==> src/hdl/fixed_block_pool_allocator_macros.svh <==
// ----------------------------------------------------------------------------
// Assertion macros for the fixed block pool allocator
// Implication checks with the clock and active-low reset passed in.
// ----------------------------------------------------------------------------
`ifndef FIXED_BLOCK_POOL_ALLOCATOR_MACROS_SVH
`define FIXED_BLOCK_POOL_ALLOCATOR_MACROS_SVH

`ifndef NO_ASSERTIONS
// same-cycle implication
`define FBPA_ASSERT_NOW(label, clk, rst_n, ante, cons) \
    label: assert property (@(posedge clk) disable iff (!(rst_n)) (ante) |-> (cons)) \
        else $error("fixed_block_pool_allocator: check failed");
// next-cycle implication
`define FBPA_ASSERT_NEXT(label, clk, rst_n, ante, cons) \
    label: assert property (@(posedge clk) disable iff (!(rst_n)) (ante) |=> (cons)) \
        else $error("fixed_block_pool_allocator: check failed");
`else
`define FBPA_ASSERT_NOW(label, clk, rst_n, ante, cons)
`define FBPA_ASSERT_NEXT(label, clk, rst_n, ante, cons)
`endif

`endif

==> src/hdl/fbpa_pkg.sv <==
// ----------------------------------------------------------------------------
// fbpa_pkg
// Shared constants, codes and types of the fixed block pool allocator.
// ----------------------------------------------------------------------------
package fbpa_pkg;

    // default number of slots in the pool (2 .. 256)
    localparam int POOL_DEPTH_DEF = 256;
    // word size in bytes; a power of two, slot stride is rounded up to it
    localparam int WORD_BYTES     = 4;

    localparam int CMD_W     = 1;
    localparam int SLOT_W    = 8;
    localparam int STATUS_W  = 2;
    localparam int ADDR_W    = 32;
    localparam int SIZE_W    = 13;
    localparam int COUNT_W   = 9;
    localparam int STRIDE_W  = SIZE_W + 1;
    localparam int CFG_IDX_W = 2;
    localparam int CFG_W     = 32;
    localparam int M_DATA_W  = SLOT_W + ADDR_W;

    typedef enum logic [CMD_W-1:0] {
        CMD_ALLOC = 1'b0,
        CMD_FREE  = 1'b1
    } cmd_t;

    typedef enum logic [STATUS_W-1:0] {
        STATUS_OK    = 2'd0,
        STATUS_EMPTY = 2'd1,
        STATUS_RANGE = 2'd2
    } status_t;

    typedef enum logic [CFG_IDX_W-1:0] {
        REG_BASE_ADDRESS = 2'd0,
        REG_BLOCK_BYTES  = 2'd1,
        REG_ITEM_COUNT   = 2'd2
    } reg_index_t;

    localparam logic [SIZE_W-1:0]   BLOCK_BYTES_RST = SIZE_W'(4);
    localparam logic [COUNT_W-1:0]  ITEM_COUNT_RST  = COUNT_W'(256);

endpackage

==> src/hdl/fbpa_ram.sv <==
// ----------------------------------------------------------------------------
// fbpa_ram
// Generic single-write, single-read RAM with registered read data.
// ----------------------------------------------------------------------------
module fbpa_ram #(
    parameter int WIDTH = 9,
    parameter int DEPTH = 256
) (
    input  logic                     aclk,
    input  logic                     we,
    input  logic [$clog2(DEPTH)-1:0] waddr,
    input  logic [WIDTH-1:0]         wdata,
    input  logic                     re,
    input  logic [$clog2(DEPTH)-1:0] raddr,
    output logic [WIDTH-1:0]         rdata
);

    logic [WIDTH-1:0] mem [DEPTH];
    logic [WIDTH-1:0] rdata_reg;

    always_ff @(posedge aclk) begin
        if (we) begin
            mem[waddr] <= wdata;
        end
        if (re) begin
            rdata_reg <= mem[raddr];
        end
    end

    assign rdata = rdata_reg;

endmodule

==> src/hdl/fixed_block_pool_allocator.sv <==
// ----------------------------------------------------------------------------
// fixed_block_pool_allocator
// Fixed-size block pool manager with a LIFO free list in a link RAM.
// ----------------------------------------------------------------------------
// Each input beat is a command: allocate (tuser = 0) or free (tuser = 1, slot
// in tdata). Allocate pops the most recently freed slot; with no freed slot it
// hands out never-used slots counting up from zero; with neither it returns
// status "empty". Free pushes a slot below item_count (capped at POOL_DEPTH),
// otherwise it is ignored with status "range". Every command gives exactly one
// result beat with the slot and its byte address, base_address + slot * stride
// (mod 2^32), both zero on an error, stride being the block size raised to one
// word and rounded up to whole words. Freeing a slot twice or freeing a slot
// never handed out is not checked. At accept the read of the link under the
// stack top is issued; in the execute state, once the result register is free
// or draining, the registered link is used and the result register written. A
// new command is taken once the previous result sits in the output register.
// Configuration writes are accepted at any time but are meant for idle.
// ----------------------------------------------------------------------------
`include "fixed_block_pool_allocator_macros.svh"

module fixed_block_pool_allocator #(
    parameter int POOL_DEPTH = fbpa_pkg::POOL_DEPTH_DEF
) (
    input  logic                           aclk,
    input  logic                           aresetn,
    // command channel
    input  logic                           s_tvalid,
    output logic                           s_tready,
    input  logic [fbpa_pkg::SLOT_W-1:0]    s_tdata,   // [7:0] free_slot
    input  logic [fbpa_pkg::CMD_W-1:0]     s_tuser,   // [0] cmd
    // result channel
    output logic                           m_tvalid,
    input  logic                           m_tready,
    output logic [fbpa_pkg::M_DATA_W-1:0]  m_tdata,   // [7:0] slot, [39:8] address
    output logic [fbpa_pkg::STATUS_W-1:0]  m_tuser,   // [1:0] status
    // configuration write channel
    input  logic                           cfg_valid,
    output logic                           cfg_ready,
    input  logic [fbpa_pkg::CFG_IDX_W-1:0] cfg_index,
    input  logic [fbpa_pkg::CFG_W-1:0]     cfg_data
);

    import fbpa_pkg::*;

    localparam int AW = $clog2(POOL_DEPTH);
    localparam int LW = AW + 1;                 // link: {more_below, slot}
    localparam logic [COUNT_W-1:0] DEPTH_N = COUNT_W'(POOL_DEPTH);
    localparam logic [STRIDE_W-1:0] WORD_MASK = STRIDE_W'(WORD_BYTES - 1);

    typedef enum logic [1:0] {
        STATE_IDLE = 2'b01,
        STATE_EXEC = 2'b10
    } state_t;

    // configuration registers
    logic [ADDR_W-1:0]  base_address_reg;
    logic [SIZE_W-1:0]  block_bytes_reg;
    logic [COUNT_W-1:0] item_count_reg;

    // allocator state
    state_t             state_reg, state_next;
    logic [AW-1:0]      stack_top_reg, stack_top_next;
    logic               stack_nonempty_reg, stack_nonempty_next;
    logic [COUNT_W-1:0] fresh_count_reg, fresh_count_next;

    // captured command
    cmd_t               cmd_reg;
    logic [SLOT_W-1:0]  req_reg;

    // output register
    logic                m_tvalid_reg, m_tvalid_next;
    logic [M_DATA_W-1:0] m_tdata_reg, m_tdata_next;
    logic [STATUS_W-1:0] m_tuser_reg, m_tuser_next;

    // link RAM
    logic          link_we;
    logic [AW-1:0] link_waddr;
    logic [LW-1:0] link_wdata;
    logic [LW-1:0] link_rdata;

    logic               in_fire;
    logic               exec_go;
    logic [COUNT_W-1:0] usable_n;
    logic [SIZE_W-1:0]  size_raised;
    logic [STRIDE_W-1:0] stride;
    status_t            status;
    logic [SLOT_W-1:0]  slot_sel;
    logic [21:0]        offset;
    logic [ADDR_W-1:0]  address;

    assign in_fire   = s_tvalid && s_tready;
    assign s_tready  = (state_reg == STATE_IDLE);
    assign cfg_ready = 1'b1;
    // the result register must be free (or draining) to finish a command
    assign exec_go   = (state_reg == STATE_EXEC) && (!m_tvalid_reg || m_tready);

    assign usable_n    = (item_count_reg > DEPTH_N) ? DEPTH_N : item_count_reg;
    assign size_raised = (block_bytes_reg < SIZE_W'(WORD_BYTES)) ? SIZE_W'(WORD_BYTES)
                                                                  : block_bytes_reg;
    assign stride      = ({1'b0, size_raised} + WORD_MASK) & ~WORD_MASK;

    // read of the link below the current top is issued at accept; the free
    // stack only changes in the execute cycle, so the read never goes stale
    fbpa_ram #(
        .WIDTH (LW),
        .DEPTH (POOL_DEPTH)
    ) u_link_ram (
        .aclk  (aclk),
        .we    (link_we),
        .waddr (link_waddr),
        .wdata (link_wdata),
        .re    (in_fire),
        .raddr (stack_top_reg),
        .rdata (link_rdata)
    );

    // execute: pop / fresh / push decision
    always_comb begin
        stack_top_next      = stack_top_reg;
        stack_nonempty_next = stack_nonempty_reg;
        fresh_count_next    = fresh_count_reg;
        status              = STATUS_OK;
        slot_sel            = '0;
        link_we             = 1'b0;
        link_waddr          = req_reg[AW-1:0];
        link_wdata          = {stack_nonempty_reg, stack_top_reg};

        if (cmd_reg == CMD_ALLOC) begin
            if (stack_nonempty_reg) begin
                slot_sel            = SLOT_W'(stack_top_reg);
                stack_top_next      = link_rdata[AW-1:0];
                stack_nonempty_next = link_rdata[AW];
            end else if (fresh_count_reg < usable_n) begin
                slot_sel         = SLOT_W'(fresh_count_reg[AW-1:0]);
                fresh_count_next = fresh_count_reg + COUNT_W'(1);
            end else begin
                status = STATUS_EMPTY;
            end
        end else begin
            if ({1'b0, req_reg} < usable_n) begin
                slot_sel            = req_reg;
                link_we             = exec_go;
                stack_top_next      = req_reg[AW-1:0];
                stack_nonempty_next = 1'b1;
            end else begin
                status = STATUS_RANGE;
            end
        end
    end

    // slot * stride, then base add; zero slot on error gives offset zero
    assign offset  = {14'b0, slot_sel} * {8'b0, stride};
    assign address = (status == STATUS_OK) ? (base_address_reg + {10'b0, offset}) : '0;

    always_comb begin
        state_next = state_reg;
        unique case (state_reg)
            STATE_IDLE: begin
                if (in_fire) begin
                    state_next = STATE_EXEC;
                end
            end
            STATE_EXEC: begin
                if (exec_go) begin
                    state_next = STATE_IDLE;
                end
            end
            default: state_next = STATE_IDLE;
        endcase
    end

    always_comb begin
        m_tvalid_next = m_tvalid_reg;
        m_tdata_next  = m_tdata_reg;
        m_tuser_next  = m_tuser_reg;
        if (exec_go) begin
            m_tvalid_next = 1'b1;
            m_tdata_next  = {address, slot_sel};
            m_tuser_next  = status;
        end else if (m_tready) begin
            m_tvalid_next = 1'b0;
        end
    end

    // control and configuration registers
    always_ff @(posedge aclk) begin
        if (!aresetn) begin
            state_reg          <= STATE_IDLE;
            stack_top_reg      <= '0;
            stack_nonempty_reg <= 1'b0;
            fresh_count_reg    <= '0;
            m_tvalid_reg       <= 1'b0;
            base_address_reg   <= '0;
            block_bytes_reg    <= BLOCK_BYTES_RST;
            item_count_reg     <= ITEM_COUNT_RST;
        end else begin
            state_reg    <= state_next;
            m_tvalid_reg <= m_tvalid_next;
            if (exec_go) begin
                stack_top_reg      <= stack_top_next;
                stack_nonempty_reg <= stack_nonempty_next;
                fresh_count_reg    <= fresh_count_next;
            end
            if (cfg_valid && cfg_ready) begin
                case (cfg_index)
                    REG_BASE_ADDRESS: base_address_reg <= cfg_data[ADDR_W-1:0];
                    REG_BLOCK_BYTES:  block_bytes_reg  <= cfg_data[SIZE_W-1:0];
                    REG_ITEM_COUNT:   item_count_reg   <= cfg_data[COUNT_W-1:0];
                    default:          ;
                endcase
            end
        end
    end

    // payload registers
    always_ff @(posedge aclk) begin
        m_tdata_reg <= m_tdata_next;
        m_tuser_reg <= m_tuser_next;
        if (in_fire) begin
            cmd_reg <= cmd_t'(s_tuser);
            req_reg <= s_tdata;
        end
    end

    assign m_tvalid = m_tvalid_reg;
    assign m_tdata  = m_tdata_reg;
    assign m_tuser  = m_tuser_reg;

    `FBPA_ASSERT_NOW(a_fresh_bound, aclk, aresetn, 1'b1, fresh_count_reg <= DEPTH_N)
    `FBPA_ASSERT_NEXT(a_accept_exec, aclk, aresetn, in_fire, state_reg == STATE_EXEC)
    `FBPA_ASSERT_NEXT(a_exec_result, aclk, aresetn, exec_go, m_tvalid_reg)
    `FBPA_ASSERT_NOW(a_error_zero, aclk, aresetn,
        m_tvalid_reg && (m_tuser_reg != STATUS_OK), m_tdata_reg == '0)
    `FBPA_ASSERT_NEXT(a_push_nonempty, aclk, aresetn,
        exec_go && (cmd_reg == CMD_FREE) && (status == STATUS_OK), stack_nonempty_reg)

endmodule
==> config.mk <==
export PLATFORM = sky130hd
export DESIGN_NAME = fixed_block_pool_allocator
export DESIGN_NICKNAME = d
export VERILOG_FILES = /design/src/hdl/fbpa_pkg.sv /design/src/hdl/fbpa_ram.sv /design/src/hdl/fixed_block_pool_allocator.sv
export VERILOG_INCLUDE_DIRS = /design/src /design/src/hdl
export SDC_FILE = /design/constraint.sdc
export NUM_CORES = 2
export LEC_CHECK = 0
export ABC_CLOCK_PERIOD_IN_PS = 10410
export BUFFER_PORTS_ARGS = -buffer_cell sky130_fd_sc_hd__buf_2
export CAP_MARGIN = 5
export CORE_MARGIN = 2
export CORE_UTILIZATION = 57
export CTS_CLUSTER_SIZE = 16
export DETAILED_ROUTE_END_ITERATION = 10
export PLACE_DENSITY = 0.79
export SLEW_MARGIN = 20
export SYNTH_ARGS = -nofsm -noshare
export SYNTH_HDL_FRONTEND = slang
export SYNTH_SLANG_ARGS = --single-unit
==> constraint.sdc <==
create_clock -name aclk -period 10.41 [get_ports aclk]
set_clock_uncertainty 0.05 [all_clocks]
set_input_delay 2.082 -clock aclk [delete_from_list [all_inputs] [get_ports aclk]]
set_output_delay 2.082 -clock aclk [all_outputs]
set_load 0.1 [all_outputs]
==> summary.txt <==
area added between synthesis and finish: 10.7%
EDFF count, synth: 2364
Fin Hold WS: 0.425 ns
Reg-to-Reg Start: link_waddr[6]
Tmin final: 8.53 ns
register bit total from synthesis: 2439
register area: 72500 um2
Pwr Density: 178 nW/um2
CTS Root Cell: clkbuf_16
Core Box Area: 172000 um2
post-route cell area: 109000 um2
Mapped Avg Cell Area: 20.5 um2
Final GP Congestion: 0.875
largest net degree at the start of global routing: 199
ys async rst share: 0
Die X-Extent: 420 um
multi-input logic area: 24600 um2
Mapped Cells: 4796
unique cell type count in the Yosys netlist: 64
total gr overflow: 0
hold_sp: base_address_reg[8]
Max transition margin: 0.164
syn_nets: 4985
DP Cell Count: 7016
Worst Path Arrival: 9.06 ns
dpl hpwl: 131 mm
routed vias: 48986
reg-to-reg slack, setup: 1.88 ns
worst min path class: reg2reg
first-pass iteration count of the detailed router: 5
Die Area: 176000 um2
Post-Layout Cell Count: 7438
max incr delay on CP: 0.75 ns
Initial Utilization: 0.574
status: complete, no violations
Hold Path Cell Cnt: 2
clock transition at the registers of the reported paths: 0.07 ns
unrepaired setup endpoints after global routing: false
Worst Setup End Kind: flop
cell row count: 152
measured slew at the worst slew-check pin: 1.25 ns
period utilization: 0.819
number of post-CTS setup repair buffers: 0
worst ir drop on vdd: 0.167 mV
fillers: 10973
YS warnings: 0
nets: 5122
largest buffer count on any clock path: 3
Crit path max-delay family: compound AO/OA/AOI/OAI gates
final antenna-violating net count: 0
GRT Overall Usage: 0.266
Tot Pwr: 19.4 mW
max reg flops: 2304
Lkg Pwr: 36.5 nW
critical path class: reg2reg
Cell Area, Placed: 101000 um2
CTS tree: built
Critical Path Start Type: flop
Synth Cell Area: 98400 um2
first-pass GRT wire length: 339 mm
crit-path max FO: 19
Critical Path RT: 10.94 ns
fraction of layout cells with a size suffix above 1: 0.245
CTS Sinks: 2439
clock latency on the worst-skew pair: 0.88 ns
final hold vios: 0
die height: 420 um
hold worst-path end: base_address_reg[8]
cts hold-fix bufs: 0
CTS resizes: 0
DR DRC count: 0
ys flop type: edfxtp_1
vias in the first global route: 48853
Slew Viols, Final: 0
reg2reg path depth: 28
register area share after synthesis: 0.736
Setup Total Neg Slack: 0 ns
via density per instance: 6.59
initial antenna violation count: 6
endpoints failing setup: 0
CP max stage cell: edfxtp_1
TritonCTS Buffers: 224
H-tree depth: 4
DR WL/cell: 31.1 um
Top-Level Pins: 93
maxcap violations: 0
initial DRC count: 6615
Buf+Inv Stages, Crit Path: 4
R2R Path End: m_tdata[39]
max frequency: 0.117 GHz
DRT Wirelength: 231 mm
Port-buffer cells: 91
==> synth_stat cells (all sizes together) (22+ instances only) <==
cell | count | share of area
xor2 | 22 | 0.0020
edfxtp | 2364 | 0.72
mux2i | 66 | 0.0067
nand3 | 31 | 0.0016
buf | 92 | 0.0046
o21ai | 36 | 0.0018
a21oi | 60 | 0.0031
nand2b | 34 | 0.0022
nand2 | 186 | 0.0071
nor3 | 28 | 0.0014
xnor2 | 32 | 0.0028
nor2b | 33 | 0.0021
inv | 102 | 0.0039
fa | 61 | 0.012
ha | 80 | 0.010
mux4 | 709 | 0.16
clkbuf | 157 | 0.0060
dfxtp | 75 | 0.015
a22oi | 26 | 0.0020
nor2 | 370 | 0.014
a21boi | 48 | 0.0037
==> kinds of logic (layout without fill, tap and decap cells) <==
logic type,after synthesis,in the layout,synth area share
other,1,3,0.0000381
XOR/XNOR,54,54,0.00480
flip-flops,2439,2439,0.736
AO/OA/AOI/OAI,263,263,0.0181
buffers and inverters,352,682,0.0145
multiplexers,783,783,0.170
adder cells (fa/ha/maj),141,141,0.0226
AND/OR/NAND/NOR,763,763,0.0339
==> report_power, final <==
group	switching (mW)	total (mW)	leakage, nW	internal, mW
Sequential	0.0261	10.7	24.6	10.6
Clock	3.69	8.36	3.64	4.67
Combinational	0.263	0.399	8.17	0.137
==> layer usage <==
layer,part of all wire,GRT usage
met5,0.00040,0
met1,0.37,0.367
met4,0.045,0.113
met2,0.49,0.418
met3,0.10,0.0566
==> worst reg2reg max path, delay by kind of cell (launching register included) <==
family	cells	cell delay, ns
adders and majority gates	7	3.03
DFF	1	0.75
buffers and inverters	4	0.39
xor gates and xnor gates	1	0.20
AOI/OAI and AO/OA	12	3.18
and+or+nand+nor	4	0.60
==> worst max path at each step <==
stage | start | to | slack, ns | cells after the start
6_report | link_waddr[6] | m_tdata[39] | 1.88 | 28
5_1_grt | link_waddr[6] | m_tdata[35] | 1.48 | 29
3_5_place_dp | link_waddr[6] | m_tdata[39] | 2.07 | 28
3_3_place_gp | link_waddr[6] | m_tdata[39] | 2.24 | 29
2_1_floorplan | stack_top_reg[1] | m_tdata[34] | 0.12 | 31
4_1_cts | link_waddr[6] | m_tdata[39] | 2.01 | 28
==> layout by cell type, fill, tap and decap left out, types with 24 or more instances in the layout <==
master	instances
ha_1	80
nand2b_1	34
edfxtp_1	2364
nor2b_1	32
clkinv_1	47
nand3_1	30
buf_2	91
mux4_2	709
nand2_1	180
o21ai_0	24
dfxtp_1	66
mux2i_1	66
xnor2_1	32
a21oi_1	60
clkbuf_16	224
nor3_1	27
nor2_1	364
fa_1	61
a22oi_1	26
clkinv_2	51
a21boi_0	48
inv_1	100
bufinv_16	27
clkbuf_1	40
buf_4	57
==> cell type report <==
class                   instances  area share
multi-input cells            2005       0.226
flip-flops and latches       2439       0.665
inverters                     103     0.00355
repair buffers                160      0.0104
clock buffers                 266      0.0531
diodes                          2   0.0000459
clock inverters               153      0.0153
well taps                    2310      0.0265
==> per-stage QoR <==
step	utilization	worst slack [ns]
after floorplan	-	0.123
after global placement	0.592	2.24
after detailed placement	0.592	2.07
after CTS	0.635	2.01
after global routing	0.635	1.48
final	0.635	1.88
(Power assumes the default switching activity.)
